===== src/rtl/core/lru_write_back_block_cache_core_assert.svh =====
// Assertion macros used by the cache core RTL.
`ifndef LRU_WRITE_BACK_BLOCK_CACHE_CORE_ASSERT_SVH
`define LRU_WRITE_BACK_BLOCK_CACHE_CORE_ASSERT_SVH

// Same-cycle implication, checked outside of reset.
`define LWBC_ASSERT_NOW(lbl, clk, rst, ante, cons, msg) \
   lbl: assert property (@(posedge clk) disable iff (rst) (ante) |-> (cons)) else $error(msg);

// Next-cycle implication, checked outside of reset.
`define LWBC_ASSERT_NEXT(lbl, clk, rst, ante, cons, msg) \
   lbl: assert property (@(posedge clk) disable iff (rst) (ante) |=> (cons)) else $error(msg);

`endif


===== src/rtl/core/lwbc_pkg.sv =====
// ----------------------------------------------------------------------------
// lwbc_pkg
// Types and codes of the LRU write-back block cache tag controller.
// ----------------------------------------------------------------------------
package lwbc_pkg;

   localparam int CACHE_ENTRIES = 32;

   localparam logic [2:0] CMD_GET_READ    = 3'd0;
   localparam logic [2:0] CMD_GET_WRITE   = 3'd1;
   localparam logic [2:0] CMD_FLUSH_DIRTY = 3'd2;
   localparam logic [2:0] CMD_FLUSH_FORCE = 3'd3;
   localparam logic [2:0] CMD_FLUSH_ALL   = 3'd4;
   localparam logic [2:0] CMD_INIT        = 3'd5;

   localparam logic [1:0] ACT_GRANT      = 2'd0;
   localparam logic [1:0] ACT_WRITE_BACK = 2'd1;
   localparam logic [1:0] ACT_FETCH      = 2'd2;
   localparam logic [1:0] ACT_DONE       = 2'd3;

   typedef struct packed {
      logic [2:0]  command;
      logic [31:0] block_number;
      logic [7:0]  device_number;
      logic [4:0]  slot_index;
   } req_type;

   typedef struct packed {
      logic [1:0]  action;
      logic [4:0]  slot;
      logic [31:0] block_number_out;
      logic [7:0]  device_out;
      logic        hit;
      logic        last;
   } rsp_type;

   typedef struct packed {
      logic [31:0] block;
      logic [7:0]  device;
   } tag_type;

endpackage


===== src/rtl/core/lwbc_tag_ram.sv =====
// ----------------------------------------------------------------------------
// lwbc_tag_ram
// Tag store: one write port, one read port, registered read data.
// ----------------------------------------------------------------------------
module lwbc_tag_ram #(
   parameter int DEPTH = lwbc_pkg::CACHE_ENTRIES,
   parameter int AW    = $clog2(DEPTH)
) (
   input  logic              clock,
   input  logic              wr_en,
   input  logic [AW-1:0]     wr_addr,
   input  lwbc_pkg::tag_type wr_data,
   input  logic              rd_en,
   input  logic [AW-1:0]     rd_addr,
   output lwbc_pkg::tag_type rd_data
);

   lwbc_pkg::tag_type mem [DEPTH];
   lwbc_pkg::tag_type rd_data_ff;

   always_ff @(posedge clock) begin
      if (wr_en) begin
         mem[wr_addr] <= wr_data;
      end
   end

   // read data holds until the next read
   always_ff @(posedge clock) begin
      if (rd_en) begin
         rd_data_ff <= mem[rd_addr];
      end
   end

   assign rd_data = rd_data_ff;

endmodule


===== src/rtl/core/lru_write_back_block_cache_core.sv =====
// ----------------------------------------------------------------------------
// lru_write_back_block_cache_core
// Fully associative LRU write-back cache tag controller, tags in a RAM.
// ----------------------------------------------------------------------------
//  channel | ports                       | dir | moves
//  req     | req_valid req_ready req_item | in  | one command item
//  rsp     | rsp_valid rsp_ready rsp_item | out | write back / fetch / grant / done
//
//  One item at a time. A get scans the tag RAM one entry a cycle and stops at a
//  match; on a miss the LRU victim is written back if dirty, then fetched.
//  Flush all walks the recency order, one position a cycle except where a
//  write back is sent (and may stall), then done. Flush slot writes back at
//  most one slot; init and unknown codes only return done.
//  Reset and init clear valid, dirty and the recency ranks at once.
//  A stalled rsp holds the current item; the sequencer waits for it.
// ----------------------------------------------------------------------------
module lru_write_back_block_cache_core #(
   parameter int CACHE_ENTRIES = lwbc_pkg::CACHE_ENTRIES
) (
   input  logic              clock,
   input  logic              reset,
   input  logic              req_valid,
   output logic              req_ready,
   input  lwbc_pkg::req_type req_item,
   output logic              rsp_valid,
   input  logic              rsp_ready,
   output lwbc_pkg::rsp_type rsp_item
);

   localparam int SW = $clog2(CACHE_ENTRIES);
   localparam logic [SW-1:0] LAST_RANK = SW'(CACHE_ENTRIES - 1);
   localparam logic [SW:0]   NUM_ENT   = (SW+1)'(CACHE_ENTRIES);

   typedef enum logic [8:0] {
      ST_IDLE   = 9'b000000001,
      ST_SCAN   = 9'b000000010,
      ST_VICTIM = 9'b000000100,
      ST_WB     = 9'b000001000,
      ST_FETCH  = 9'b000010000,
      ST_GRANT  = 9'b000100000,
      ST_FSLOT  = 9'b001000000,
      ST_FALL   = 9'b010000000,
      ST_DONE   = 9'b100000000
   } state_type;

   state_type         state_ff, state_in;
   lwbc_pkg::req_type cur_ff;
   logic [SW:0]       idx_ff;
   logic              pend_ff;
   logic [SW-1:0]     pend_slot_ff;
   logic [SW-1:0]     slot_ff;
   logic [SW-1:0]     pos_ff;
   logic              hit_ff;
   logic [CACHE_ENTRIES-1:0] valid_ff;
   logic [CACHE_ENTRIES-1:0] dirty_ff;
   logic [SW-1:0]     rank_ff [CACHE_ENTRIES];
   logic              rsp_valid_ff;
   lwbc_pkg::rsp_type rsp_ff;

   logic              out_free;
   logic              emit;
   lwbc_pkg::rsp_type emit_data;
   logic              rd_en;
   logic [SW-1:0]     rd_addr;
   lwbc_pkg::tag_type rd_data;
   logic              wr_en;
   lwbc_pkg::tag_type wr_data;
   logic [SW-1:0]     sel_target;
   logic [SW-1:0]     sel_slot;
   logic              hit_now;
   logic              is_get;
   logic              is_write;
   logic              fs_in_range;
   logic [SW-1:0]     fs_slot;
   logic              lru_touch;
   logic [SW-1:0]     touch_rank;

   lwbc_tag_ram #(
      .DEPTH (CACHE_ENTRIES),
      .AW    (SW)
   ) u_tag_ram (
      .clock   (clock),
      .wr_en   (wr_en),
      .wr_addr (slot_ff),
      .wr_data (wr_data),
      .rd_en   (rd_en),
      .rd_addr (rd_addr),
      .rd_data (rd_data)
   );

   assign out_free  = !rsp_valid_ff || rsp_ready;
   assign req_ready = (state_ff == ST_IDLE);
   assign rsp_valid = rsp_valid_ff;
   assign rsp_item  = rsp_ff;

   assign is_get   = (cur_ff.command == lwbc_pkg::CMD_GET_READ) ||
                     (cur_ff.command == lwbc_pkg::CMD_GET_WRITE);
   assign is_write = (cur_ff.command == lwbc_pkg::CMD_GET_WRITE);
   assign fs_in_range = ({2'b00, cur_ff.slot_index} < 7'(CACHE_ENTRIES));
   assign fs_slot     = SW'(cur_ff.slot_index);

   assign wr_data.block  = cur_ff.block_number;
   assign wr_data.device = cur_ff.device_number;

   assign hit_now = pend_ff && valid_ff[pend_slot_ff] &&
                    (rd_data.block == cur_ff.block_number) &&
                    (rd_data.device == cur_ff.device_number);

   // slot whose rank equals the target position
   assign sel_target = (state_ff == ST_FALL) ? pos_ff : LAST_RANK;
   always_comb begin
      sel_slot = '0;
      for (int j = 0; j < CACHE_ENTRIES; j++) begin
         if (rank_ff[j] == sel_target) begin
            sel_slot = SW'(j);
         end
      end
   end

   always_comb begin
      state_in  = state_ff;
      emit      = 1'b0;
      emit_data = '0;
      rd_en     = 1'b0;
      rd_addr   = '0;
      wr_en     = 1'b0;
      lru_touch = 1'b0;
      unique case (state_ff)
         ST_IDLE: begin
            if (req_valid) begin
               priority case (req_item.command)
                  lwbc_pkg::CMD_GET_READ,
                  lwbc_pkg::CMD_GET_WRITE:   state_in = ST_SCAN;
                  lwbc_pkg::CMD_FLUSH_DIRTY,
                  lwbc_pkg::CMD_FLUSH_FORCE: state_in = ST_FSLOT;
                  lwbc_pkg::CMD_FLUSH_ALL:   state_in = ST_FALL;
                  default:                   state_in = ST_DONE;
               endcase
            end
         end
         ST_SCAN: begin
            rd_en   = (idx_ff < NUM_ENT);
            rd_addr = idx_ff[SW-1:0];
            if (hit_now) begin
               state_in = ST_GRANT;
            end else if (!rd_en) begin
               state_in = ST_VICTIM;
            end
         end
         ST_VICTIM: begin
            rd_addr = sel_slot;
            if (valid_ff[sel_slot] && dirty_ff[sel_slot]) begin
               rd_en    = 1'b1;
               state_in = ST_WB;
            end else begin
               state_in = ST_FETCH;
            end
         end
         ST_WB: begin
            if (out_free) begin
               emit                       = 1'b1;
               emit_data.action           = lwbc_pkg::ACT_WRITE_BACK;
               emit_data.slot             = 5'(slot_ff);
               emit_data.block_number_out = rd_data.block;
               emit_data.device_out       = rd_data.device;
               if (is_get) begin
                  state_in = ST_FETCH;
               end else if (cur_ff.command == lwbc_pkg::CMD_FLUSH_ALL &&
                            pos_ff != LAST_RANK) begin
                  state_in = ST_FALL;
               end else begin
                  state_in = ST_DONE;
               end
            end
         end
         ST_FETCH: begin
            if (out_free) begin
               emit                       = 1'b1;
               wr_en                      = 1'b1;
               lru_touch                  = 1'b1;
               emit_data.action           = lwbc_pkg::ACT_FETCH;
               emit_data.slot             = 5'(slot_ff);
               emit_data.block_number_out = cur_ff.block_number;
               emit_data.device_out       = cur_ff.device_number;
               state_in                   = ST_GRANT;
            end
         end
         ST_GRANT: begin
            if (out_free) begin
               emit                       = 1'b1;
               lru_touch                  = hit_ff;
               emit_data.action           = lwbc_pkg::ACT_GRANT;
               emit_data.slot             = 5'(slot_ff);
               emit_data.block_number_out = cur_ff.block_number;
               emit_data.device_out       = cur_ff.device_number;
               emit_data.hit              = hit_ff;
               emit_data.last             = 1'b1;
               state_in                   = ST_IDLE;
            end
         end
         ST_FSLOT: begin
            rd_addr = fs_slot;
            if (fs_in_range && valid_ff[fs_slot] &&
                (cur_ff.command == lwbc_pkg::CMD_FLUSH_FORCE || dirty_ff[fs_slot])) begin
               rd_en    = 1'b1;
               state_in = ST_WB;
            end else begin
               state_in = ST_DONE;
            end
         end
         ST_FALL: begin
            rd_addr = sel_slot;
            if (valid_ff[sel_slot] && dirty_ff[sel_slot]) begin
               rd_en    = 1'b1;
               state_in = ST_WB;
            end else if (pos_ff == LAST_RANK) begin
               state_in = ST_DONE;
            end
         end
         ST_DONE: begin
            if (out_free) begin
               emit             = 1'b1;
               emit_data.action = lwbc_pkg::ACT_DONE;
               emit_data.last   = 1'b1;
               if (cur_ff.command == lwbc_pkg::CMD_FLUSH_DIRTY ||
                   cur_ff.command == lwbc_pkg::CMD_FLUSH_FORCE) begin
                  emit_data.slot = cur_ff.slot_index;
               end
               state_in = ST_IDLE;
            end
         end
         default: state_in = ST_IDLE;
      endcase
   end

   assign touch_rank = rank_ff[slot_ff];

   always_ff @(posedge clock) begin
      if (reset) begin
         state_ff     <= ST_IDLE;
         rsp_valid_ff <= 1'b0;
         valid_ff     <= '0;
         dirty_ff     <= '0;
         pend_ff      <= 1'b0;
         for (int j = 0; j < CACHE_ENTRIES; j++) begin
            rank_ff[j] <= SW'(j);
         end
      end else begin
         state_ff <= state_in;
         if (emit) begin
            rsp_valid_ff <= 1'b1;
         end else if (rsp_ready) begin
            rsp_valid_ff <= 1'b0;
         end
         if (state_ff == ST_IDLE && req_valid &&
             req_item.command == lwbc_pkg::CMD_INIT) begin
            valid_ff <= '0;
            dirty_ff <= '0;
            for (int j = 0; j < CACHE_ENTRIES; j++) begin
               rank_ff[j] <= SW'(j);
            end
         end
         if (state_ff == ST_IDLE) begin
            pend_ff <= 1'b0;
         end else if (state_ff == ST_SCAN) begin
            pend_ff <= rd_en;
         end
         if (state_ff == ST_WB && emit) begin
            dirty_ff[slot_ff] <= 1'b0;
         end
         if (state_ff == ST_FETCH && emit) begin
            valid_ff[slot_ff] <= 1'b1;
            dirty_ff[slot_ff] <= is_write;
         end
         if (state_ff == ST_GRANT && emit && hit_ff && is_write) begin
            dirty_ff[slot_ff] <= 1'b1;
         end
         // move slot_ff to most recent
         if (lru_touch) begin
            for (int j = 0; j < CACHE_ENTRIES; j++) begin
               if (rank_ff[j] < touch_rank) begin
                  rank_ff[j] <= rank_ff[j] + 1'b1;
               end
            end
            rank_ff[slot_ff] <= '0;
         end
      end
   end

   always_ff @(posedge clock) begin
      if (emit) begin
         rsp_ff <= emit_data;
      end
      if (state_ff == ST_IDLE) begin
         cur_ff <= req_item;
         idx_ff <= '0;
         pos_ff <= '0;
      end
      if (state_ff == ST_SCAN) begin
         if (rd_en) begin
            idx_ff <= idx_ff + 1'b1;
         end
         pend_slot_ff <= rd_addr;
         if (hit_now) begin
            slot_ff <= pend_slot_ff;
            hit_ff  <= 1'b1;
         end
      end
      if (state_ff == ST_VICTIM) begin
         slot_ff <= sel_slot;
         hit_ff  <= 1'b0;
      end
      if (state_ff == ST_FSLOT) begin
         slot_ff <= fs_slot;
      end
      if (state_ff == ST_FALL) begin
         slot_ff <= sel_slot;
         if (!rd_en && pos_ff != LAST_RANK) begin
            pos_ff <= pos_ff + 1'b1;
         end
      end
      if (state_ff == ST_WB && emit && pos_ff != LAST_RANK) begin
         pos_ff <= pos_ff + 1'b1;
      end
   end

`include "lru_write_back_block_cache_core_assert.svh"

   `LWBC_ASSERT_NOW(a_wb_not_last, clock, reset, rsp_valid_ff && rsp_ff.action == lwbc_pkg::ACT_WRITE_BACK, !rsp_ff.last && !rsp_ff.hit, "write back item marked last or hit")
   `LWBC_ASSERT_NOW(a_done_clean, clock, reset, rsp_valid_ff && rsp_ff.action == lwbc_pkg::ACT_DONE, rsp_ff.last && !rsp_ff.hit && rsp_ff.block_number_out == 32'd0, "done item malformed")
   `LWBC_ASSERT_NEXT(a_get_scans, clock, reset, req_valid && req_ready && (req_item.command == lwbc_pkg::CMD_GET_READ || req_item.command == lwbc_pkg::CMD_GET_WRITE), state_ff == ST_SCAN, "get did not start tag scan")
   `LWBC_ASSERT_NEXT(a_fetch_valid, clock, reset, state_ff == ST_FETCH && out_free, valid_ff[slot_ff] && rank_ff[slot_ff] == '0, "fetched entry not valid and most recent")

endmodule


===== config.mk =====
export PLATFORM = sky130hd
export DESIGN_NAME = lru_write_back_block_cache_core
export DESIGN_NICKNAME = d
export VERILOG_FILES = /design/src/rtl/core/lwbc_pkg.sv /design/src/rtl/core/lwbc_tag_ram.sv /design/src/rtl/core/lru_write_back_block_cache_core.sv
export VERILOG_INCLUDE_DIRS = /design/src /design/src/rtl/core
export SDC_FILE = /design/constraint.sdc
export NUM_CORES = 2
export LEC_CHECK = 0
export ABC_AREA = 1
export BUFFER_PORTS_ARGS = -buffer_cell sky130_fd_sc_hd__buf_2
export CAP_MARGIN = 20
export CORE_ASPECT_RATIO = 1.75
export CORE_MARGIN = 5
export CORE_UTILIZATION = 35
export CTS_CLUSTER_DIAMETER = 80
export DETAILED_ROUTE_END_ITERATION = 10
export PLACE_DENSITY = 0.58
export REMOVE_ABC_BUFFERS = 1
export SLEW_MARGIN = 20
export SYNTH_ARGS = -nofsm -noshare
export SYNTH_HDL_FRONTEND = slang
export SYNTH_SLANG_ARGS = --single-unit
export TNS_END_PERCENT = 30

===== constraint.sdc =====
create_clock -name clock -period 7.9 [get_ports clock]
set_input_delay 0.395 -clock clock [delete_from_list [all_inputs] [get_ports clock]]
set_output_delay 0.395 -clock clock [all_outputs]
set_load 0.01 [all_outputs]

==> summary.txt <==
Run status
  – Run status: completed

Global routing
  – First-pass GRT wire length: 374000 um
  – Total track usage: 22.0%
  – GR Util met1: 25.3%
  – GR Overflow Total: 0
  – Grt met3 use: 2.62%
  – Vias in the first global route: around 56000
  – Met2 Use GR: roughly two fifths
  – Initial antenna violation count: 11
  – Busiest grt layer: met2
  – Largest net degree at the start of global routing: between 200 and 250

Floorplanning
  – Die span in x: 362 um
  – Rows: 226
  – Die height: 627 um
  – IO Pins: 103
  – Die area: approximately 0.23 mm2
  – Core Region: approximately 0.22 mm2
  – Starting Density: 35.2%

Finish
  – Area grow syn2layout: 12.5%
  – Final std cells w/o fill: 10200
  – Fillcell total: 20600
  – Design area: 0.0855 mm2
  – Layout cells sized above 1: 7.75%
  – Layout net count: 7421
  – Final core utilization: between 30 and 40%

Timing
  – Final Critical Period: 6.77 ns
  – Final TNS setup: 0 ns
  – Final Max Tran Viols: 0
  – Final setup fails: 0
  – Hold_ws: 0.0481 ns
  – Final Hold Viols: 0
  – Fmax: 148 MHz
  – Clock Skew: roughly 0.073 ns
  – Worst slew pin tran: between 1 and 1.5 ns
  – RSZ-0062 raised after global routing: no
  – Tcrit/Tclk final: 85.7%
  – Final WS setup: 1.13 ns
  – Slew Limit Headroom: 9.80%

CTS
  – CTS Sinks: between 1500 and 2000
  – CTS tree: built
  – Clock root buffer: clkbuf_16
  – Clock slew seen by the registers of the worst setup and hold paths: roughly 0.070 ns
  – H-tree depth: 4
  – Clk buf depth: 4
  – CTS-repair resized insts: 0
  – Setup repair bufs after CTS: 0
  – Clock Latency Late Sink: between 0.8 and 0.9 ns
  – Num CTS Buffers: 158

Setup path
  – Crit path kind: reg2reg
  – CP required: roughly 8.4 ns
  – CP Capture Type: register
  – WP data arrival: 7.29 ns
  – CP Launch Type: register
  – Crit-path max FO: a little under 50

Synthesis
  – Sequential area share after synthesis: 63.0%
  – Syn. warnings: 0
  – Syn Area/Cell: 10.7 um2
  – Post-synth ARST share: 0%
  – Post-synth EDFFs: 1427
  – Post-synthesis adder-cell area fraction: under 10%
  – Simple-gate area share of the yosys netlist: 12.9%
  – Compound-Gate Fraction of Synth Area: between 10 and 15%
  – Synth unique cells: 59
  – Synth Instances: between 7000 and 8000
  – Leading area contributor after synthesis: edfxtp_1
  – Most common cell in the synthesized netlist: edfxtp_1
  – Top cell type's share of synthesized area: 56.3%
  – Synth top area cells: edfxtp_1 56%, dfxtp_1 6.6%, nor2_1 6.0%, o21ai_0 5.8%, o211ai_1 3.1%
  – Top FF cell, synth: edfxtp_1
  – Main combinational cell family by area after synthesis: compound AO/OA/AOI/OAI gates
  – Post-synthesis mux area share: 0%
  – Post-synthesis xor/xnor area fraction: 1.91%
  – Synthesized flop and latch total: 1679
  – Commonest cells in the netlist: 1427 x edfxtp_1, 1214 x nor2_1, 882 x o21ai_0, 577 x nand2_1, 462 x inv_1
  – Post-Syn Area: 0.0761 mm2

Power
  – Worst VDD drop: 0.264 mV
  – Pleak: 29.3 nW
  – Total power: 26.0 mW
  – Pwr/cell area: 304 mW/mm2

Placed design
  – GP Congestion: 0.950
  – Area of placed instances: 0.0802 mm2
  – Pre-CTS WS: 1.28 ns
  – Port bufs: a little over 100
  – Inst Count DP: 9846
  – Dpl hpwl: between 150000 and 200000 um

Routing
  – Vias per Instance: between 5 and 6
  – Vias: roughly 58000
  – DRT iter0 DRCs: 6217
  – Avg WL per Cell: 25.6 um
  – Post-route DRC: 0
  – Routed WL: roughly 260000 um
  – Remaining antenna violation count: 0
  – Number of detailed-route iterations in the first pass: 6

Job
  – Max-cap viol count: 0

Hold path
  – Hold Crit Class: in2reg
[layout make-up]
cell class                 instances  area (um2)  area share, %
multi-input combinational       4585       25000           29.2
antenna                            1        2.50        0.00293
sequential                      1679       47900           56.0
clock buffer                     205        4270           5.00
clock inverter                    67         566          0.661
tap                             2850        3570           4.17
inverter                         474        1790           2.10
timing repair buffer             308        2440           2.86
[kinds of logic after synthesis]
group	after synthesis
flops	1679
buf+inv	875
fa+ha+maj	163
xor+xnor	166
compound gates	1897
simple gates	2359
[final timing paths]
check | startpoint | endpoint | slack [ns] | depth (start not counted)
worst min-delay path | req_valid | state_ff[0] | 0.05 | 4
worst max-delay path | state_ff[0] | u_tag_ram.rd_data[38] | 1.13 | 24
worst min register to register | hit_ff | hit_ff | 0.49 | 2
worst max register to register | state_ff[0] | u_tag_ram.rd_data[38] | 1.13 | 24
[state kept, by name (all words and copies together), names as in the netlist, 5 cells and up, named ones only]
register	cells
pos_ff	5
pend_slot_ff	5
valid_ff	32
state_ff	9
rsp_item	49
dirty_ff	32
u_tag_ram.rd_data	40
idx_ff	6
cur_ff	43
rank_ff	160
u_tag_ram.mem	1280
slot_ff	5
fs_slot	5
[worst max-delay path, cell delays in order, from the launching register on]
cell	delay, ns
dfxtp_1	0.34
nor2_1	0.21
nand2_2	0.17
nor2_2	0.18
nand2_1	0.27
nor2_4	0.56
buf_4	0.39
o22ai_1	0.11
nor4_1	0.69
nor2_1	0.09
inv_1	0.11
nor2_1	0.05
inv_1	0.06
a21oi_1	0.04
o21ai_0	0.17
nand2_1	0.23
inv_1	0.30
o22ai_1	0.16
a21oi_4	0.28
buf_4	0.74
buf_4	0.61
o211ai_1	0.18
nand3_1	0.10
nand2_1	0.13
o21a_1	0.19
[power by group]
group	internal [mW]	switching, mW
Clock	4.09	3.38
Sequential	11.1	0.410
Combinational	1.83	5.19
Total	17.0	8.98
[cells in the final DEF (no fill, tap or decap), types with 36 or more instances in the layout]
cell	netlist	final
clkbuf_16	0	161
edfxtp_1	1427	1427
nor3_1	36	36
o21ai_0	882	882
buf_4	8	136
o21ai_1	62	62
dlygate4sd3_1	0	48
nand4_1	37	37
o211ai_1	314	314
clkbuf_1	271	36
xor2_1	98	98
nand3_1	399	397
ha_1	163	163
a21oi_1	278	276
o221ai_1	63	62
o2111ai_1	38	38
a221oi_1	39	39
buf_2	87	102
dfxtp_1	252	252
inv_1	462	458
nand2_1	577	574
nor2_4	2	38
o22ai_1	76	76
xnor2_1	68	68
nor2_1	1214	1178
[per-layer routing]
metal	vias to the layer above	part of all wire [%]
met5	-	0
met4	0	7.3
met3	814	6.7
met2	2716	50
met1	28600	36
li1	25800	-
[what timing repair did]
item | 4_1_cts | 5_1_grt
hold endpoints to repair | 49 | 0
hold buffers | 48 | 0
setup endpoints to repair | 0 | 0
(Power assumes the default switching activity.)
